File: config.mk
export PLATFORM = sky130hd
export DESIGN_NAME = sdiu_useq
export DESIGN_NICKNAME = d
export VERILOG_FILES = /design/src/sv/sdiu_pkg.sv /design/src/sv/sdiu_useq.sv
export SDC_FILE = /design/constraint.sdc
export NUM_CORES = 1
export LEC_CHECK = 0
export BUFFER_PORTS_ARGS = -buffer_cell sky130_fd_sc_hd__buf_2
export CORE_AREA = 2 2 57 99
export DETAILED_ROUTE_END_ITERATION = 10
export DIE_AREA = 0 0 59 101
export GPL_TIMING_DRIVEN = 0
export PLACE_DENSITY = 0.42
export RECOVER_POWER = 100
export SYNTH_ARGS = -nofsm -noshare
export SYNTH_HDL_FRONTEND = slang
export SYNTH_SLANG_ARGS = --single-unit
File: constraint.sdc
create_clock -name i_clk -period 6.3 [get_ports i_clk]
set_clock_uncertainty 0.15 [all_clocks]
set_input_delay 0.63 -clock i_clk [delete_from_list [all_inputs] [get_ports i_clk]]
set_output_delay 0.63 -clock i_clk [all_outputs]
set_load 0.005 [all_outputs]
File: src/sv/sdiu_pkg.sv
package sdiu_pkg;

    // One request as it arrives on the input channel.
    typedef struct packed {
        logic [1:0]  func;
        logic [11:0] mem_address;
        logic [7:0]  write_data;
        logic [3:0]  reg_number;
        logic [15:0] instr_word;
        logic [5:0]  pixel_x;
        logic [4:0]  pixel_y;
    } t_in_s;

    // One result as it leaves on the output channel.
    typedef struct packed {
        logic [11:0] prog_counter;
        logic [11:0] index_value;
        logic [7:0]  collision_flag;
        logic        pixel_value;
        logic        unsupported;
    } t_out_s;

    typedef enum logic [1:0] {
        F_WMEM = 2'd0,
        F_WREG = 2'd1,
        F_EXEC = 2'd2,
        F_PIX  = 2'd3
    } t_func;

    localparam logic [15:0] OP_CLS    = 16'h00E0;
    localparam logic [3:0]  OP_JMP    = 4'h1;
    localparam logic [3:0]  OP_SETI   = 4'hA;
    localparam logic [3:0]  OP_DRAW   = 4'hD;
    localparam logic [3:0]  VF_IDX    = 4'hF;

    localparam int FONT_BYTES = 80;
    localparam int MOD_SHIFT  = 16;

    localparam logic [7:0] GLYPHS [FONT_BYTES] = '{
        8'hF0, 8'h90, 8'h90, 8'h90, 8'hF0, 8'h20, 8'h60, 8'h20, 8'h20, 8'h70,
        8'hF0, 8'h10, 8'hF0, 8'h80, 8'hF0, 8'hF0, 8'h10, 8'hF0, 8'h10, 8'hF0,
        8'h90, 8'h90, 8'hF0, 8'h10, 8'h10, 8'hF0, 8'h80, 8'hF0, 8'h10, 8'hF0,
        8'hF0, 8'h80, 8'hF0, 8'h90, 8'hF0, 8'hF0, 8'h10, 8'h20, 8'h40, 8'h40,
        8'hF0, 8'h90, 8'hF0, 8'h90, 8'hF0, 8'hF0, 8'h90, 8'hF0, 8'h10, 8'hF0,
        8'hF0, 8'h90, 8'hF0, 8'h90, 8'h90, 8'hE0, 8'h90, 8'hE0, 8'h90, 8'hE0,
        8'hF0, 8'h80, 8'h80, 8'h80, 8'hF0, 8'hE0, 8'h90, 8'h90, 8'h90, 8'hE0,
        8'hF0, 8'h80, 8'hF0, 8'h80, 8'hF0, 8'hF0, 8'h80, 8'hF0, 8'h80, 8'h80
    };

    // Datapath actions, one per control word.
    typedef enum logic [4:0] {
        D_NOP,
        D_IDLE,
        D_INIT_ZERO,
        D_INIT_FONT,
        D_WMEM,
        D_WREG,
        D_CLS,
        D_JMP,
        D_SETI,
        D_BAD,
        D_PIX_RD,
        D_PIX_SEL,
        D_RD_VX,
        D_MODQ_X,
        D_MODR_X,
        D_MODQ_Y,
        D_MODR_Y,
        D_DRAW_RD,
        D_DRAW_WR,
        D_DRAW_END,
        D_DONE
    } t_dop;

    // Branch conditions of the sequencer.
    typedef enum logic [2:0] {
        JC_ALWAYS,
        JC_MEM_MORE,
        JC_FONT_MORE,
        JC_ROWS_DONE,
        JC_OUT_BUSY,
        JC_DISPATCH
    } t_jcond;

    // Microprogram step addresses.
    typedef enum logic [4:0] {
        U_INIT_MEM,
        U_INIT_FONT,
        U_IDLE,
        U_WMEM,
        U_WREG,
        U_CLS,
        U_JMP,
        U_SETI,
        U_BAD,
        U_PIX_RD,
        U_PIX_SEL,
        U_DRAW_VX,
        U_DRAW_QX,
        U_DRAW_RX,
        U_DRAW_QY,
        U_DRAW_RY,
        U_DRAW_RD,
        U_DRAW_WR,
        U_DRAW_END,
        U_DONE
    } t_upc;

    // Two-address control word: go to tgt when the condition holds, else alt (dispatch goes to the decoded entry step).
    typedef struct packed {
        t_dop   dop;
        t_jcond cond;
        t_upc   tgt;
        t_upc   alt;
    } t_ctrl_s;

    typedef struct packed {
        logic mem_more;
        logic font_more;
        logic rows_done;
    } t_stat_s;

    function automatic t_ctrl_s cw(t_dop d, t_jcond c, t_upc t, t_upc a);
        t_ctrl_s w;
        w.dop  = d;
        w.cond = c;
        w.tgt  = t;
        w.alt  = a;
        return w;
    endfunction

    // The microprogram.
    function automatic t_ctrl_s ucode(t_upc u);
        t_ctrl_s w;
        case (u)
            U_INIT_MEM:  w = cw(D_INIT_ZERO, JC_MEM_MORE,  U_INIT_MEM,  U_INIT_FONT);
            U_INIT_FONT: w = cw(D_INIT_FONT, JC_FONT_MORE, U_INIT_FONT, U_IDLE);
            U_IDLE:      w = cw(D_IDLE,      JC_DISPATCH,  U_IDLE,      U_IDLE);
            U_WMEM:      w = cw(D_WMEM,      JC_ALWAYS,    U_DONE,      U_DONE);
            U_WREG:      w = cw(D_WREG,      JC_ALWAYS,    U_DONE,      U_DONE);
            U_CLS:       w = cw(D_CLS,       JC_ALWAYS,    U_DONE,      U_DONE);
            U_JMP:       w = cw(D_JMP,       JC_ALWAYS,    U_DONE,      U_DONE);
            U_SETI:      w = cw(D_SETI,      JC_ALWAYS,    U_DONE,      U_DONE);
            U_BAD:       w = cw(D_BAD,       JC_ALWAYS,    U_DONE,      U_DONE);
            U_PIX_RD:    w = cw(D_PIX_RD,    JC_ALWAYS,    U_PIX_SEL,   U_PIX_SEL);
            U_PIX_SEL:   w = cw(D_PIX_SEL,   JC_ALWAYS,    U_DONE,      U_DONE);
            U_DRAW_VX:   w = cw(D_RD_VX,     JC_ALWAYS,    U_DRAW_QX,   U_DRAW_QX);
            U_DRAW_QX:   w = cw(D_MODQ_X,    JC_ALWAYS,    U_DRAW_RX,   U_DRAW_RX);
            U_DRAW_RX:   w = cw(D_MODR_X,    JC_ALWAYS,    U_DRAW_QY,   U_DRAW_QY);
            U_DRAW_QY:   w = cw(D_MODQ_Y,    JC_ALWAYS,    U_DRAW_RY,   U_DRAW_RY);
            U_DRAW_RY:   w = cw(D_MODR_Y,    JC_ALWAYS,    U_DRAW_RD,   U_DRAW_RD);
            U_DRAW_RD:   w = cw(D_DRAW_RD,   JC_ROWS_DONE, U_DRAW_END,  U_DRAW_WR);
            U_DRAW_WR:   w = cw(D_DRAW_WR,   JC_ALWAYS,    U_DRAW_RD,   U_DRAW_RD);
            U_DRAW_END:  w = cw(D_DRAW_END,  JC_ALWAYS,    U_DONE,      U_DONE);
            U_DONE:      w = cw(D_DONE,      JC_OUT_BUSY,  U_DONE,      U_IDLE);
            default:     w = cw(D_NOP,       JC_ALWAYS,    U_IDLE,      U_IDLE);
        endcase
        return w;
    endfunction

    // Entry step of the microprogram for a new request.
    function automatic t_upc decode(logic [1:0] func, logic [15:0] instr);
        t_upc u;
        case (t_func'(func))
            F_WMEM: u = U_WMEM;
            F_WREG: u = U_WREG;
            F_PIX:  u = U_PIX_RD;
            F_EXEC: begin
                if (instr == OP_CLS) begin
                    u = U_CLS;
                end else if (instr[15:12] == OP_JMP) begin
                    u = U_JMP;
                end else if (instr[15:12] == OP_SETI) begin
                    u = U_SETI;
                end else if (instr[15:12] == OP_DRAW) begin
                    u = U_DRAW_VX;
                end else begin
                    u = U_BAD;
                end
            end
            default: u = U_BAD;
        endcase
        return u;
    endfunction

endpackage

File: src/sv/sdiu_useq.sv
module sdiu_useq (
    input  logic              i_clk,
    input  logic              i_rst_n,
    input  logic              i_take,
    input  logic [1:0]        i_func,
    input  logic [15:0]       i_instr,
    input  sdiu_pkg::t_stat_s i_stat,
    input  logic              i_out_busy,
    output sdiu_pkg::t_dop    o_dop,
    output logic              o_idle
);
    import sdiu_pkg::*;

    t_upc    r_upc;
    t_upc    n_upc;
    t_ctrl_s w_ctrl;
    logic    w_cond;

    always_comb begin
        w_ctrl = ucode(r_upc);
    end

    // Next step.
    always_comb begin
        case (w_ctrl.cond)
            JC_ALWAYS:    w_cond = 1'b1;
            JC_MEM_MORE:  w_cond = i_stat.mem_more;
            JC_FONT_MORE: w_cond = i_stat.font_more;
            JC_ROWS_DONE: w_cond = i_stat.rows_done;
            JC_OUT_BUSY:  w_cond = i_out_busy;
            JC_DISPATCH:  w_cond = i_take;
            default:      w_cond = 1'b1;
        endcase
        if (w_ctrl.cond == JC_DISPATCH) begin
            n_upc = w_cond ? decode(i_func, i_instr) : r_upc;
        end else begin
            n_upc = w_cond ? w_ctrl.tgt : w_ctrl.alt;
        end
    end

    // Outputs.
    always_comb begin
        o_dop  = w_ctrl.dop;
        o_idle = (r_upc == U_IDLE);
    end

    always_ff @(posedge i_clk) begin
        if (!i_rst_n) begin
            r_upc <= U_INIT_MEM;
        end else begin
            r_upc <= n_upc;
        end
    end

endmodule

# ---- Yosys cells after proc, flatten, opt, wreduce, memory -nomap -nowiden
# Memory sizes are Yosys's and may differ from the RTL's. A register that Yosys moved wholly into a read port is not among the register bits.
# Cells that the tools add are included.
dict set report word_totals {
  n_memories 1
  romBits 576
  ff_bits 5
}
# memory depth word_bits read_ports rd_ports_with_merged_regs wr line
set mem_list {}
lappend mem_list {{(name not given)} 32 18 1 1 0 sdiu_pkg.sv:135} ;# case (u)
dict set report op_classes {
  muxes 11
  n_reduce_logical 1
  n_eq_ne 14
}
# op n
set ops {}
lappend ops {{$mux 5} 5}
lappend ops {{$pmux 5 s4} 1}
lappend ops {{$eq 16x8->1 const B} 1}
lappend ops {{$mux 4} 3}
lappend ops {{$eq 4x4->1 const B} 2}
lappend ops {{$eq 3x2->1 const B} 2}
lappend ops {{$eq 3x3->1 const B} 2}
lappend ops {{$eq 5x2->1 const B} 1}
lappend ops {{$pmux 1 s5} 1}
lappend ops {{$eq 2x2->1 const B} 2}
lappend ops {{$eq 4x1->1 const B} 1}
lappend ops {{$eq 3x1->1 const B} 1}
lappend ops {{$eq 2x1->1 const B} 1}
lappend ops {{$logic_not 2->1} 1}
lappend ops {{$mux 2} 1}
lappend ops {{$ne 2x2->1 const B} 1}

# ---- Longest topological paths before layout
# Gate-level depths: netlist of run 1.
dict set report depth {
  word_depth 10
  ltp_mapped 12
}

# ---- Least setup slack after synthesis of run 1
# No wires, ideal clock.
dict set report synth_timing {
  kind {in2reg}
  start {input port i_out_busy}
  end {register, netlist name w_ctrl[4]}
  path_buffers 0
  arrival_time_ns 2.743
  path_stages 12
  slack_ns 3.283
  path_cell_list {nor2b_1 > a2111oi_0 > or2_1 > mux2_2 > o211ai_2 > inv_1 > ha_1 > inv_1 > nand2_1 > nand2_1 > a221o_1 > o21ai_0}
}
dict set report synth_via {
  elab_chain_cells 5
}
# element line
set synth_rtl {}
lappend synth_rtl {{start: declaration} sdiu_useq.sv:8} ;# input logic i_out_busy,
lappend synth_rtl {{$pmux 1 s5 (*)} sdiu_useq.sv:25} ;# case (w_ctrl.cond)
lappend synth_rtl {{$mux 5} sdiu_useq.sv:37} ;# n_upc = w_cond ? w_ctrl.tgt : w_ctrl.alt;
lappend synth_rtl {{$mux 5} sdiu_useq.sv:34} ;# if (w_ctrl.cond == JC_DISPATCH) begin
lappend synth_rtl {{$mux 5 (no source line) (*) (2 in series)} --}
# Mark *: on every way between the ends. The rest lies on a longest branch, timed or not.
# A chain may end at the register's enable or synchronous reset.

# ---- Worst setup path in the final report of run 1
dict set report layout_timing {
  start {input port i_out_busy}
  end {register, netlist name w_ctrl[4]}
}
dict set report layout_via {
  elab_chain_cells 5
}
# element line
set layout_rtl {}
lappend layout_rtl {{$pmux 1 s5 (*)} sdiu_useq.sv:25}
lappend layout_rtl {{$mux 5} sdiu_useq.sv:37}
lappend layout_rtl {{$mux 5} sdiu_useq.sv:34}
lappend layout_rtl {{$mux 5 (no source line) (*) (2 in series)} --}
# Marked as above.

==> flow_metrics.tcl, run 1 <==
set metrics [dict create \
    hold_path_class "flip-flop to flip-flop" \
    final_common_cell "buf_2" \
    grt_max_degree 12 \
    synth_seq_area_share_pct 33.6 \
    dp.cells 234 \
    syn_area_sq_um 1250 \
    cts_buffers 3 \
    ys_async_sr_fraction_pct 0 \
    worstPathMaxFanout 7 \
    slew_viol_final 0 \
    port_buffers 29 \
    ios 31 \
    synth_ff_type "dfxtp_1" \
    die_y_microns 101 \
    min_to "r_upc[0]" \
    dr.pass1.iters 4 \
    cts_tree "built" \
    leakagePower_nw 0.665 \
    dp_hpwl_microns 2720 \
    die_w_microns 59 \
    rsz0062_at_grt "no" \
    holdWs_ps 622 \
    stdcell_count 238 \
    num_vias 1182 \
    area_growth_pct 20.0 \
    drt_iter0_drc 24 \
    min_from "w_ctrl[5]" \
    synthCells 150 \
    r2r_end "w_ctrl[4]" \
    start_util_pct 24.2 \
    cts_root_buf "clkbuf_8" \
    cts_hold_buffers 0 \
    hold_viol 0 \
    cts_resized 0 \
    drt_wl_total_microns 3300 \
    max_stage_delay_ps 670 \
    antenna_left 0 \
    crit_type "input port to flip-flop" \
    power.density_nw_per_um2 402 \
    status "finished clean" \
    setup_viol 0 \
    r2r_cells 12 \
    fin_util_pct 29.0 \
    crit_family "compound AO/OA/AOI/OAI gates" \
    p_total_uw 603 \
    postCtsSetupBuffers 0 \
    syn_avg_cell_area_sq_um 8.33 \
    dieArea_sq_um 5960 \
    ys_ff_latch 21 \
    overflow 0 \
    layout-drive-gt1-share_pct 24.6 \
    antenna_found_initial 0 \
    routabilityCongestion 0.761 \
    cap_violations 0 \
    final_cell_mix "buf_2, dfxtp_1, nand2_1" \
    path_buf_inv 3 \
    clkLatencyLatePin_ps 250 \
    ir_drop_v 0.000182 \
    fmax_mhz 273 \
    r2r-start "w_ctrl[10]" \
    syn_nets 180 \
    htreeDepth 1 \
    critical_path_arrival_ps 3650 \
    core.rowCount 35 \
    grt_pass1_vias 1218 \
    coreArea_sq_um 5170 \
    relSlewSlack_pct 50.5 \
    drcViolationCount 0 \
    yosys_warnings 0 \
    routedWlPerCell_microns 13.9 \
    cp-end-kind "flip-flop" \
    fin_setup_tns_ps 0 \
    cp_slowest_cell "a2111oi_0" \
    min_period_ps 3660 \
    cp_cell_sequence "buf_2 -> nor2b_1 -> a2111oi_0 -> or2_0 -> mux2_2 -> o211ai_1 -> inv_1 -> ha_1 -> inv_1 -> nand2_1 -> nand2_1 -> a221o_1 -> o21ai_0" \
    fill_cells 582 \
    whs_path_depth 3 \
    track_usage_pct 11.9 \
    period_share_pct 58.1 \
    viasPerCell 4.97 \
    grt_pass1_wl_microns 5360 \
    num_antenna_cells 0 \
    cts.sinks 21 \
    clk_pin_slew_ps 80 \
    nets 214 \
    synth_edf_count 0 \
    clk_path_buf_depth 2 \
    worstSetupStartpointType "input port" \
    synth_cell_types 51 \
    regToRegSetupSlack_ps 2740 \
    tightestPinTransition_ps 723 \
    crit_required_ps 6290 \
]
-- area by class of cell --
class | instances | area, sq um | share of cell area [%]
buffer | 12 | 72.6 | 4.84
clock buffer | 4 | 45.0 | 3.00
inverter | 11 | 41.3 | 2.75
multi-input combinational | 106 | 709 | 47.3
sequential | 21 | 420 | 28.0
tap | 55 | 68.8 | 4.59
timing repair buffer | 29 | 143 | 9.51
-- worst max-delay path by stage --
| stage | startpoint | endpoint | depth (start not counted) |
|---|---|---|---|
| 6_report | i_out_busy | w_ctrl[4] | 13 |
| 5_1_grt | i_out_busy | w_ctrl[4] | 13 |
| 4_1_cts | i_out_busy | w_ctrl[4] | 13 |
| 3_5_place_dp | i_out_busy | w_ctrl[4] | 13 |
| 3_3_place_gp | i_out_busy | w_ctrl[4] | 13 |
| 2_1_floorplan | i_out_busy | w_ctrl[4] | 12 |
-- power breakdown --
part / leakage (nW) / switching (mW) / internal [mW]
sequential: 0.173 / 0.0215 / 0.181
combinational: 0.469 / 0.170 / 0.145
clock: 0.0228 / 0.0412 / 0.0449
-- cell usage after synthesis, types with 3 or more instances --
master    n  share of area, %
nor2b_1   4               2.0
ha_1      5               5.0
o22ai_1   4               2.0
o21ai_0   6               2.4
a31oi_1   3               1.5
a21oi_1   3               1.2
inv_1    10               3.0
buf_4     6               3.6
buf_2     5               2.0
dfxtp_1  21                34
nor2_1   15               4.5
nand3_1   3               1.2
nand2_1  16               4.8
-- through the flow --
stage               setup slack [ps]  instance area (sq um)
finish                          2640                   1500
global route                    2240                   1500
CTS                             2880                   1510
detailed placement              2600                   1460
global placement                2640                   1460
floorplan                       3280                   1250
-- sequential cells by signal (all words and copies together), names as in the netlist --
signal  cells
r_upc       5
w_ctrl     16
-- routing by layer --
layer  GRT usage (%)  wire length, microns
met3            1.16                   134
met5               0                     0
met2            24.4                  1960
met1            11.3                  1170
met4            4.20                    34
-- cell families after synthesis --
group / share of synthesized area [%]
AND/OR/NAND/NOR: 23.7
AO/OA/AOI/OAI: 22.4
buffers and inverters: 9.21
flip-flops: 33.6
multiplexers: 4.60
adder cells (fa/ha/maj): 5.01
XOR/XNOR: 1.40
-- worst register-to-register path, cell delays in order (launching register included) --
cell and delay [ps]:
dfxtp_1 420, nor2b_1 70, a2111oi_0 670, or2_0 310, mux2_2 370, o211ai_1 460
inv_1 210, ha_1 300, inv_1 150, nand2_1 70, nand2_1 60, a221o_1 130
o21ai_0 90
(Power assumes the default switching activity.)
==> run 2, diff against run 1 <==
clock period = 3.8 ns   (was 6.3 ns; I/O delays follow)
==> run 2 against run 1 <==
  * Clock power increased by 66%
  * Non-clock buffer count unchanged
  * Sequential power rose by 66%
  * Final cell count is the same
  * Sequential share of layout area about the same
  * Routed wire length fell by 0.12%
  * Largest cell class unchanged
  * Highest routed layer unchanged
==> flow_metrics.tcl, run 2 (same netlist as run 1, synthesis figures left out) <==
set metrics [dict create \
    dp_slack_ps 354 \
    slew_viol_final 0 \
    relSlewSlack_pct 50.0 \
    power.density_nw_per_um2 665 \
    cts.sinks 21 \
    grt_max_degree 12 \
    routabilityCongestion 0.761 \
    rsz0062_at_grt "no" \
    overflow 0 \
    seqCellArea_sq_um 420 \
    viasPerCell 4.95 \
    period_share_pct 87.8 \
    leakagePower_nw 0.661 \
    dr.pass1.iters 4 \
    htreeDepth 1 \
    coreArea_sq_um 5170 \
    min_period_ps 3340 \
    clk_pin_slew_ps 70 \
    multi_input_area_sq_um 711 \
    postCtsSetupBuffers 0 \
    fill_cells 583 \
    drcViolationCount 0 \
    die_y_microns 101 \
    cts_tree "built" \
    tightestPinTransition_ps 731 \
    final_common_cell "buf_2" \
    cp-end-kind "flip-flop" \
    dieArea_sq_um 5960 \
    stdcell_count 238 \
    fin_setup_tns_ps 0 \
    hold_viol 0 \
    die_w_microns 59 \
    antenna_found_initial 0 \
    routedWlPerCell_microns 13.8 \
    dp_hpwl_microns 2720 \
    crit_type "flip-flop to flip-flop" \
    clk_path_buf_depth 2 \
    worstSetupStartpointType "flip-flop" \
    num_vias 1178 \
    layout-drive-gt1-share_pct 24.0 \
    fmax_mhz 300 \
    largest_reg_flops 16 \
    drt_iter0_drc 25 \
    cts_resized 0 \
    grt_pass1_wl_microns 5360 \
    setup_viol 0 \
    num_antenna_cells 0 \
    cap_violations 0 \
    drt_wl_total_microns 3290 \
    cts_buffers 3 \
    cts_hold_buffers 0 \
    area_growth_pct 20.1 \
    critical_path_arrival_ps 3330 \
    port_buffers 29 \
    track_usage_pct 11.9 \
    min_from "i_rst_n" \
    worstPathMaxFanout 7 \
    status "finished clean" \
    r2r-start "w_ctrl[10]" \
    nets 214 \
    final_cell_mix "buf_2, dfxtp_1, nand2_1" \
    core.rowCount 35 \
    crit_start "w_ctrl[10]" \
    start_util_pct 24.2 \
    ir_drop_v 0.000301 \
    cts_root_buf "clkbuf_8" \
    antenna_left 0 \
    ios 31 \
    setup_slack_ps 462 \
    hold_path_class "input port to flip-flop" \
    grt_pass1_vias 1218 \
    dp.cells 234 \
    crit_required_ps 3790 \
    clkLatencyLatePin_ps 250 \
]
run 2: cell counts in the layout (fill, tap and decap cells not counted):
No cell type changed its count.
run 2: critical path, stage by stage (launching register included):
cell	delay (ps)
dfxtp_1	410
nor2b_1	60
a2111oi_0	670
or2_0	300
mux2_1	370
o211ai_2	310
inv_1	170
ha_1	280
inv_1	150
nand2_1	70
nand2_1	60
a221o_1	120
o21ai_0	80
run 2: report_power, final:
part | internal, mW | switching [mW]
logic | 0.237 | 0.284
clock network | 0.0745 | 0.0681
registers | 0.299 | 0.0356
total | 0.611 | 0.388
run 2: worst paths after layout:
kind | end | slack [ps] | cells past startpoint
max | w_ctrl[4] | 460 | 12
min | r_upc[3] | 450 | 2
max reg2reg | w_ctrl[4] | 460 | 12
min reg2reg | r_upc[1] | 580 | 3
run 2: metrics by stage:
step	hold WS [ps]	area, sq um	utilization, %	total power, mW
floorplan	436	1250	-	0.728
global placement	557	1460	28.3	0.867
detailed placement	574	1460	28.3	0.874
CTS	444	1510	29.2	1.02
global route	482	1500	29.1	1.08
finish	453	1500	29.1	0.999
run 2: area by class of cell:
| class | count | share of cell area, % |
|---|---|---|
| clock buffer | 4 | 3.00 |
| sequential | 21 | 28.0 |
| timing repair buffer | 29 | 9.50 |
| buffer | 12 | 4.83 |
| tap | 55 | 4.58 |
| inverter | 11 | 2.75 |
| multi-input combinational | 106 | 47.3 |
run 2: per-layer routing:
metal	track usage (%)	vias up	share of wire (%)	wire length, microns
met5	0	-	0	0
met4	4.20	0	1.0	34
met3	1.16	2	3.9	128
met2	24.4	30	59	1940
met1	11.3	545	36	1190
li1	-	601	-	-
